**src/rtl/core/jdhm_pkg.sv**
```systemverilog
// Package with the request types and constants of the joystick dead-zone and hat mapper.
`default_nettype none

package jdhm_pkg;

    // Converter resolution in bits.
    localparam int ADC_BITS = 12;
    // Width of a converter sample and of the range registers.
    localparam int ADC_W = ADC_BITS;
    // Width of the dead band register.
    localparam int BAND_W = 11;
    // Width of the hat threshold register.
    localparam int THR_W = 15;
    // Width of a scaled axis value.
    localparam int AXIS_W = 16;
    // Width of the hat code.
    localparam int HAT_W = 4;
    // Signed width that holds a zone edge, an offset or a span.
    localparam int EDGE_W = ADC_W + 2;
    // Quotient width of the scaling division.
    localparam int QUO_W = 15;
    // Full scale of an axis.
    localparam logic [QUO_W-1:0] AXIS_FULL = 15'd32767;

    // Configuration port.
    localparam int CFG_IDX_W  = 3;
    localparam int CFG_DATA_W = 15;

    localparam logic [CFG_IDX_W-1:0] CFG_ADC_MIN    = 3'd0;
    localparam logic [CFG_IDX_W-1:0] CFG_ADC_MAX    = 3'd1;
    localparam logic [CFG_IDX_W-1:0] CFG_CENTER_X   = 3'd2;
    localparam logic [CFG_IDX_W-1:0] CFG_CENTER_Y   = 3'd3;
    localparam logic [CFG_IDX_W-1:0] CFG_DEAD_BAND  = 3'd4;
    localparam logic [CFG_IDX_W-1:0] CFG_HAT_THR    = 3'd5;
    localparam logic [CFG_IDX_W-1:0] CFG_INVERT_H   = 3'd6;
    localparam logic [CFG_IDX_W-1:0] CFG_INVERT_V   = 3'd7;

    // Hat codes, named by compass direction.
    localparam logic [HAT_W-1:0] DIR_CENTER = 4'd0;
    localparam logic [HAT_W-1:0] DIR_N      = 4'd1;
    localparam logic [HAT_W-1:0] DIR_NE     = 4'd2;
    localparam logic [HAT_W-1:0] DIR_E      = 4'd3;
    localparam logic [HAT_W-1:0] DIR_SE     = 4'd4;
    localparam logic [HAT_W-1:0] DIR_S      = 4'd5;
    localparam logic [HAT_W-1:0] DIR_SW     = 4'd6;
    localparam logic [HAT_W-1:0] DIR_W      = 4'd7;
    localparam logic [HAT_W-1:0] DIR_NW     = 4'd8;

    // Divider pipeline shape: quotient bits resolved per stage and stage count.
    localparam int DIV_BITS_PER_STG = 3;
    localparam int DIV_STAGES       = QUO_W / DIV_BITS_PER_STG;

    // How an axis result is formed once the side and span are known.
    typedef enum logic [1:0] {
        KIND_ZERO,
        KIND_FULL,
        KIND_DIV
    } t_axis_kind;

    typedef struct packed {
        logic [ADC_W-1:0] raw_x;
        logic [ADC_W-1:0] raw_y;
    } t_in_req;

    typedef struct packed {
        logic signed [AXIS_W-1:0] axis_x;
        logic signed [AXIS_W-1:0] axis_y;
        logic [HAT_W-1:0]         hat;
    } t_out_req;

endpackage

`default_nettype wire

```
**src/rtl/core/joystick_deadzone_hat_mapper_core.sv**
```systemverilog
// Top level of the joystick dead-zone mapper with 8-way hat decision.
`default_nettype none

// Each request carries one pair of converter samples and yields exactly one result
// request: both axes scaled to -32767..32767 with a dead zone of +-dead_band around
// each axis's own center, and an 8-way hat code taken from the axes after optional
// inversion and compared against the hat threshold register. The block is a
// ten-stage pipeline that accepts one request every cycle unless a stall at the
// output side has backed up to the input, and results leave from the output register.
// The depth is set by the scaling division, a 15-bit restoring
// divider that resolves three quotient bits in each of five stages; two stages ahead
// of it find the active side, offset and span, one forms the dividend, and two after
// it finish the axis value and the hat code. Stalls propagate backward through the
// stages, so empty stages still fill while a finished result waits in the output
// register. Configuration registers are written through a plain write port and must
// only change while the pipeline is empty. The converter resolution is a fixed
// twelve bits taken from the package.
module joystick_deadzone_hat_mapper_core
    import jdhm_pkg::*;
(
    input  wire logic                  i_clk,
    input  wire logic                  i_rst_n,
    // Input request channel.
    input  wire logic                  i_in_valid,
    output logic                       o_in_stall,
    input  wire t_in_req               i_in_req,
    // Result request channel.
    output logic                       o_out_valid,
    input  wire logic                  i_out_stall,
    output t_out_req                   o_out_req,
    // Configuration write port.
    input  wire logic                  i_cfg_we,
    input  wire logic [CFG_IDX_W-1:0]  i_cfg_idx,
    input  wire logic [CFG_DATA_W-1:0] i_cfg_data
);

    // Pipeline positions: 0 zone edges, 1 side select, 2 dividend, 3..7 divider,
    // 8 axis value, 9 output register with the hat code.
    localparam int NSTG    = 10;
    localparam int POS_DIV = 2;
    localparam int POS_AX  = POS_DIV + DIV_STAGES + 1;

    // Configuration registers.
    logic [ADC_W-1:0]  r_adc_min;
    logic [ADC_W-1:0]  r_adc_max;
    logic [ADC_W-1:0]  r_center_x;
    logic [ADC_W-1:0]  r_center_y;
    logic [BAND_W-1:0] r_dead_band;
    logic [THR_W-1:0]  r_hat_thr;
    logic              r_invert_h;
    logic              r_invert_v;

    always_ff @(posedge i_clk) begin
        if (!i_rst_n) begin
            r_adc_min   <= '0;
            r_adc_max   <= '1;
            r_center_x  <= 12'd2048;
            r_center_y  <= 12'd2048;
            r_dead_band <= 11'd64;
            r_hat_thr   <= 15'd16384;
            r_invert_h  <= 1'b0;
            r_invert_v  <= 1'b0;
        end else if (i_cfg_we) begin
            unique case (i_cfg_idx)
                CFG_ADC_MIN:   r_adc_min   <= i_cfg_data[ADC_W-1:0];
                CFG_ADC_MAX:   r_adc_max   <= i_cfg_data[ADC_W-1:0];
                CFG_CENTER_X:  r_center_x  <= i_cfg_data[ADC_W-1:0];
                CFG_CENTER_Y:  r_center_y  <= i_cfg_data[ADC_W-1:0];
                CFG_DEAD_BAND: r_dead_band <= i_cfg_data[BAND_W-1:0];
                CFG_HAT_THR:   r_hat_thr   <= i_cfg_data[THR_W-1:0];
                CFG_INVERT_H:  r_invert_h  <= i_cfg_data[0];
                CFG_INVERT_V:  r_invert_v  <= i_cfg_data[0];
                default: begin
                end
            endcase
        end
    end

    // Pipeline flow control. A stage advances when it is empty or when the stage
    // after it advances; the output register advances when the consumer takes it.
    logic [NSTG-1:0] r_vld;
    logic [NSTG:0]   adv;

    always_comb begin
        adv[NSTG] = !i_out_stall;
        for (int k = NSTG - 1; k >= 0; k--) begin
            adv[k] = !r_vld[k] || adv[k+1];
        end
    end

    assign o_in_stall  = !adv[0];
    assign o_out_valid = r_vld[NSTG-1];

    always_ff @(posedge i_clk) begin
        if (!i_rst_n) begin
            r_vld <= '0;
        end else begin
            if (adv[0]) begin
                r_vld[0] <= i_in_valid;
            end
            for (int k = 1; k < NSTG; k++) begin
                if (adv[k]) begin
                    r_vld[k] <= r_vld[k-1];
                end
            end
        end
    end

    // Scaled axis values at the stage ahead of the output register.
    logic signed [AXIS_W-1:0] r_axis [2];

    for (genvar g = 0; g < 2; g++) begin : g_axis
        logic [ADC_W-1:0]        raw_in;
        logic [ADC_W-1:0]        center_m;

        // Position 0: sample and the two zone edges.
        logic [ADC_W-1:0]        r_raw;
        logic signed [EDGE_W-1:0] r_edge_lo;
        logic signed [EDGE_W-1:0] r_edge_hi;

        // Position 1: active side, offset into it and its span.
        logic signed [EDGE_W-1:0] raw_s;
        logic signed [EDGE_W-1:0] lo_s;
        logic signed [EDGE_W-1:0] hi_s;
        logic                     below;
        logic                     above;
        logic                     r_below;
        logic                     r_above;
        logic signed [EDGE_W-1:0] r_off;
        logic signed [EDGE_W-1:0] r_span;

        // Position 2 and the divider stages: index 0 is the dividend stage.
        t_axis_kind               kind_c;
        logic [ADC_W-1:0]         off_u;
        logic [ADC_W+QUO_W-1:0]   num_c;
        t_axis_kind               r_kind [DIV_STAGES+1];
        logic                     r_low  [DIV_STAGES+1];
        logic [ADC_W-1:0]         r_rem  [DIV_STAGES+1];
        logic [QUO_W-1:0]         r_nlo  [DIV_STAGES+1];
        logic [ADC_W-1:0]         r_den  [DIV_STAGES+1];
        logic [QUO_W-1:0]         r_quo  [DIV_STAGES+1];

        // Axis value from the final quotient.
        logic signed [AXIS_W-1:0] n_axis;

        assign raw_in   = (g == 0) ? i_in_req.raw_x : i_in_req.raw_y;
        assign center_m = (g == 0) ? r_center_x : r_center_y;

        always_ff @(posedge i_clk) begin
            if (adv[0]) begin
                r_raw     <= raw_in;
                r_edge_lo <= $signed({2'b00, center_m}) - $signed({3'b000, r_dead_band});
                r_edge_hi <= $signed({2'b00, center_m}) + $signed({3'b000, r_dead_band});
            end
        end

        assign raw_s = $signed({2'b00, r_raw});
        assign lo_s  = $signed({2'b00, r_adc_min});
        assign hi_s  = $signed({2'b00, r_adc_max});
        assign below = raw_s < r_edge_lo;
        assign above = raw_s > r_edge_hi;

        always_ff @(posedge i_clk) begin
            if (adv[1]) begin
                r_below <= below;
                r_above <= above;
                if (below) begin
                    r_off  <= raw_s - lo_s;
                    r_span <= r_edge_lo - lo_s;
                end else begin
                    r_off  <= raw_s - r_edge_hi;
                    r_span <= hi_s - r_edge_hi;
                end
            end
        end

        // A side with a span that is zero or reversed always lands on zero after
        // clamping. Below center a negative offset clamps to the low end; above
        // center an offset that reaches the span clamps to the high end. What is
        // left is an offset in 0..span-1, so the quotient fits in 15 bits.
        always_comb begin
            if (!(r_below || r_above) || (r_span <= 0)) begin
                kind_c = KIND_ZERO;
            end else if (r_below) begin
                kind_c = (r_off < 0) ? KIND_FULL : KIND_DIV;
            end else begin
                kind_c = (r_off >= r_span) ? KIND_FULL : KIND_DIV;
            end
        end

        assign off_u = r_off[ADC_W-1:0];
        // The offset times 32767 is the offset shifted by 15 less the offset.
        assign num_c = {off_u, {QUO_W{1'b0}}} - {{QUO_W{1'b0}}, off_u};

        always_ff @(posedge i_clk) begin
            if (adv[POS_DIV]) begin
                r_kind[0] <= kind_c;
                r_low[0]  <= r_below;
                r_rem[0]  <= num_c[ADC_W+QUO_W-1:QUO_W];
                r_nlo[0]  <= num_c[QUO_W-1:0];
                r_den[0]  <= r_span[ADC_W-1:0];
                r_quo[0]  <= '0;
            end
        end

        for (genvar s = 1; s <= DIV_STAGES; s++) begin : g_div
            logic [ADC_W-1:0] rem_c;
            logic [QUO_W-1:0] nlo_c;
            logic [QUO_W-1:0] quo_c;
            logic [ADC_W:0]   trial;

            // Restoring division, DIV_BITS_PER_STG quotient bits per stage.
            always_comb begin
                rem_c = r_rem[s-1];
                nlo_c = r_nlo[s-1];
                quo_c = r_quo[s-1];
                trial = '0;
                for (int j = 0; j < DIV_BITS_PER_STG; j++) begin
                    trial = {rem_c, nlo_c[QUO_W-1]};
                    nlo_c = {nlo_c[QUO_W-2:0], 1'b0};
                    if (trial >= {1'b0, r_den[s-1]}) begin
                        rem_c = ADC_W'(trial - {1'b0, r_den[s-1]});
                        quo_c = {quo_c[QUO_W-2:0], 1'b1};
                    end else begin
                        rem_c = trial[ADC_W-1:0];
                        quo_c = {quo_c[QUO_W-2:0], 1'b0};
                    end
                end
            end

            always_ff @(posedge i_clk) begin
                if (adv[POS_DIV+s]) begin
                    r_kind[s] <= r_kind[s-1];
                    r_low[s]  <= r_low[s-1];
                    r_rem[s]  <= rem_c;
                    r_nlo[s]  <= nlo_c;
                    r_den[s]  <= r_den[s-1];
                    r_quo[s]  <= quo_c;
                end
            end
        end

        // Below center the quotient is shifted down by full scale.
        always_comb begin
            case (r_kind[DIV_STAGES])
                KIND_FULL: begin
                    n_axis = r_low[DIV_STAGES] ? -$signed({1'b0, AXIS_FULL})
                                               : $signed({1'b0, AXIS_FULL});
                end
                KIND_DIV: begin
                    n_axis = r_low[DIV_STAGES]
                        ? $signed({1'b0, r_quo[DIV_STAGES]}) - $signed({1'b0, AXIS_FULL})
                        : $signed({1'b0, r_quo[DIV_STAGES]});
                end
                default: begin
                    n_axis = '0;
                end
            endcase
        end

        always_ff @(posedge i_clk) begin
            if (adv[POS_AX]) begin
                r_axis[g] <= n_axis;
            end
        end
    end

    // Hat decision on the axes after optional inversion. A value equal to the
    // threshold in magnitude does not count as a direction.
    logic signed [AXIS_W:0] hx;
    logic signed [AXIS_W:0] hy;
    logic signed [AXIS_W:0] thr_s;
    logic                   up;
    logic                   down;
    logic                   right;
    logic                   left;
    logic [HAT_W-1:0]       hat_c;
    t_out_req               r_out;

    assign hx    = r_invert_h ? -$signed({r_axis[0][AXIS_W-1], r_axis[0]})
                              : $signed({r_axis[0][AXIS_W-1], r_axis[0]});
    assign hy    = r_invert_v ? -$signed({r_axis[1][AXIS_W-1], r_axis[1]})
                              : $signed({r_axis[1][AXIS_W-1], r_axis[1]});
    assign thr_s = $signed({2'b00, r_hat_thr});
    assign up    = hy > thr_s;
    assign down  = hy < -thr_s;
    assign right = hx > thr_s;
    assign left  = hx < -thr_s;

    always_comb begin
        if (up && right) begin
            hat_c = DIR_NE;
        end else if (up && left) begin
            hat_c = DIR_NW;
        end else if (down && right) begin
            hat_c = DIR_SE;
        end else if (down && left) begin
            hat_c = DIR_SW;
        end else if (up) begin
            hat_c = DIR_N;
        end else if (down) begin
            hat_c = DIR_S;
        end else if (right) begin
            hat_c = DIR_E;
        end else if (left) begin
            hat_c = DIR_W;
        end else begin
            hat_c = DIR_CENTER;
        end
    end

    always_ff @(posedge i_clk) begin
        if (adv[NSTG-1]) begin
            r_out.axis_x <= r_axis[0];
            r_out.axis_y <= r_axis[1];
            r_out.hat    <= hat_c;
        end
    end

    assign o_out_req = r_out;

endmodule

`default_nettype wire
```
**config.mk**
```make
export PLATFORM = sky130hd
export DESIGN_NAME = joystick_deadzone_hat_mapper_core
export DESIGN_NICKNAME = d
export VERILOG_FILES = /design/src/rtl/core/jdhm_pkg.sv /design/src/rtl/core/joystick_deadzone_hat_mapper_core.sv
export SDC_FILE = /design/constraint.sdc
export NUM_CORES = 2
export LEC_CHECK = 0
export ABC_AREA = 1
export BUFFER_PORTS_ARGS = -buffer_cell sky130_fd_sc_hd__buf_2
export CAP_MARGIN = 20
export CORE_MARGIN = 2
export CORE_UTILIZATION = 65
export DETAILED_ROUTE_END_ITERATION = 16
export PLACE_DENSITY = 0.82
export SLEW_MARGIN = 20
export SYNTH_ARGS = -nofsm -noshare
export SYNTH_HDL_FRONTEND = slang
export SYNTH_SLANG_ARGS = --single-unit
```
**constraint.sdc**
```tcl
create_clock -name i_clk -period 26.6 [get_ports i_clk]
set_input_delay 7.98 -clock i_clk [delete_from_list [all_inputs] [get_ports i_clk]]
set_output_delay 7.98 -clock i_clk [all_outputs]
set_load 0.05 [all_outputs]
```
==> flow_metrics.py <==
metrics = {
    "timing": {
        "rsz0062_at_grt": "false",
        "setup_viol": 0,
        "maxSlewHeadroom": 0.338,
        "slew_viol_final": 0,
        "tns_ps": 0,
        "hold_viol_final": 0,
        "worst_pin_slew_ps": 991,
        "fin_worst_skew_ps": 35.5,
        "period_minus_slack_ps": 20290,
        "fin_crit_sh": 0.763,
        "fmax_mhz": 49.3,
    },
    "setup_path": {
        "cp.arrival_ps": 12310,
        "crit_type": "input pin to output pin",
        "cp_max_fo": 43,
        "cp.required_ps": 18620,
        "cp-end-kind": "output pin",
        "startpoint_type": "input pin",
    },
    "routing": {
        "route.vias.total": 47824,
        "first_iter_violations": 4193,
        "viasPerCell": 5.75,
        "wl_mm": 147,
        "drt-pass1-iter-count": 5,
        "ant_nets": 0,
        "wl_per_cell_um": 17.7,
        "drc_errors": 0,
    },
    "finish": {
        "syn_to_final_growth_pct": 7.07,
        "drive_gt1_frac": 0.0622,
        "instances_no_fill": 8313,
        "n_fill_cell": 6877,
        "nets": 7803,
        "stdcell_area_um2": 61100,
    },
    "cts": {
        "htree_levels": 3,
        "holdBufCountCts": 0,
        "cts_resized": 0,
        "postCtsSetupRepairBufs": 0,
        "clock-root-buffer": "clkbuf_16",
        "cts_sinks": 744,
        "cts_buffers": 79,
        "path_clk_slew_ps": 70,
        "clk-insertion-delay-late_ps": 660,
        "cts_tree": "done",
        "clock_path_buffers": 3,
    },
    "placement": {
        "place.gp.congestion": 0.992,
        "place_hpwl_mm": 116,
        "dp.cells": 8167,
        "dpl_cell_area_um2": 58500,
        "port_buffers": 84,
    },
    "status": {
        "status": "finished clean",
    },
    "floorplanning": {
        "start_util": 0.657,
        "die_h_um": 300,
        "core_area_um2": 86900,
        "fp.dieW_um": 300,
        "rows": 108,
        "die_area_um2": 90200,
        "io_pins": 85,
    },
    "logic_synthesis": {
        "synth_ff_type": "edfxtp_1",
        "ys_ff_latch": 744,
        "synth_area_um2": 57100,
        "synth-edff-count": 658,
        "postSynthAreaPerCell_um2": 8.15,
        "netlist_instances": 7010,
        "synth_cell_types": 67,
        "ys_async_sr_fraction": 0,
        "synth_nets": 7720,
        "yosys_warnings": 0,
        "synth-seq-area-share": 0.376,
    },
    "worst_hold_path": {
        "holdCritPathClass": "flop to flop",
    },
    "grt": {
        "grt_pass1_vias": 44903,
        "grt_max_degree": 85,
        "track_usage": 0.322,
        "overflow": 0,
        "antenna_found_initial": 0,
        "grt_first_pass_wirelength_mm": 231,
    },
    "job": {
        "maxCapViolCount": 0,
    },
}
==> layout by cell type, fill, tap and decap left out, drive strengths merged, types with 35 or more instances in the layout <==
cell type	netlist	routed
nor2	507	507
xnor2	116	116
dfxtp	86	86
clkinv	12	51
xor2	242	242
nand4	112	112
edfxtp	658	658
o21ai	383	383
nand3	403	403
a21oi	525	525
nor3	72	72
nand2	1688	1688
or2	42	42
clkbuf	41	95
buf	54	97
inv	1088	1089
fa	40	40
o21a	56	56
ha	623	623
a21o	35	35
==> cell families (layout without fill, tap and decap cells) <==
group                    Yosys count  in the layout  share of synthesized area
XOR/XNOR                         358            358                     0.0549
AO/OA/AOI/OAI                   1169           1169                      0.116
buffers and inverters           1195           1341                     0.0825
flip-flops                       744            744                      0.376
multiplexers                       8              8                    0.00140
other                              0              2                          0
AND/OR/NAND/NOR                 2873           2873                      0.218
adder cells (fa/ha/maj)          663            663                      0.151
==> metrics by stage <==
stage	hold slack, ps	setup slack (ps)	util
after global routing	421	5780	0.704
after global placement	401	6380	0.673
after floorplan	400	3100	-
final	412	6310	0.704
after detailed placement	405	6190	0.673
after CTS	417	6190	0.704
==> per-layer routing <==
metal	vias to the layer above	wire length (um)	GRT usage
met5	-	0	0
met2	1701	69000	0.537
met3	405	8960	0.0414
met1	22045	61400	0.415
li1	23673	-	-
met4	0	7840	0.155
==> cell usage after synthesis, types with 56 or more instances <==
master / number / area (um^2)
o21ai_0: 306 / 1530
ha_1: 623 / 7790
nand4_1: 108 / 676
o21a_1: 56 / 420
nor3_1: 66 / 330
dfxtp_1: 86 / 1720
xor2_1: 242 / 2120
o21ai_1: 61 / 305
xnor2_1: 116 / 1020
inv_1: 1048 / 3930
a21oi_1: 509 / 2550
nand3_1: 351 / 1760
nand2_1: 1666 / 6250
edfxtp_1: 658 / 19800
nor2_1: 482 / 1810
==> final cells by class <==
cell class                      instances  area (um^2)  area share
Clock inverter                         49          538     0.00880
Antenna cell                            2         5.00   0.0000818
Timing Repair Buffer                   97          526     0.00859
Multi-Input combinational cell       5071        30900       0.506
Sequential cell                       744        21500       0.351
Inverter                             1100         4140      0.0677
Tap cell                             1155         1450      0.0236
Clock buffer                           95         2080      0.0340
==> flip-flops by register name (all words and copies together) (netlist names) <==
| name | flops |
|---|---|
| r_dead_band | 11 |
| r_vld | 10 |
| g_axis.r_kind | 24 |
| o_out_req | 36 |
| g_axis.r_edge_lo | 26 |
| g_axis.r_span | 28 |
| g_axis.r_quo | 90 |
| g_axis.r_below | 2 |
| r_invert_h | 1 |
| r_axis | 32 |
| g_axis.r_rem | 120 |
| r_hat_thr | 15 |
| g_axis.r_above | 2 |
| g_axis.r_den | 120 |
| g_axis.r_off | 28 |
| g_axis.r_low | 12 |
| g_axis.center_m | 24 |
| r_adc_max | 12 |
| g_axis.r_edge_hi | 24 |
| g_axis.r_nlo | 90 |
| r_adc_min | 12 |
| g_axis.r_raw | 24 |
| r_invert_v | 1 |
==> path summary, 6_finish.rpt <==
kind                                                       from  slack [ps]                               to  cells after the start
worst max-delay path                                i_out_stall        6310                       o_in_stall                     16
worst min register to register  g_axis[0].r_nlo[1][3]$_DFFE_PP_         410  g_axis[0].r_nlo[2][6]$_DFFE_PP_                      0
worst min-delay path            g_axis[0].r_nlo[1][3]$_DFFE_PP_         410  g_axis[0].r_nlo[2][6]$_DFFE_PP_                      0
worst max register to register  g_axis[0].r_den[4][6]$_DFFE_PP_       19690  g_axis[0].r_quo[5][0]$_DFFE_PP_                     25
==> critical path, stage by stage <==
cell and delay, ps:
buf_2 80, nand2_1 50, nor2_1 110, inv_2 270
nor2_1 210, inv_2 300, nor2_2 220, clkinv_2 610
nor2_2 500, nand2_4 400, nor2_2 340, nand2_4 340
nor2_2 300, nand2_4 190, inv_2 90, buf_2 260
Power is not shown: default switching activity piles up to over one toggle a cycle in this logic, so the estimate is an artifact.
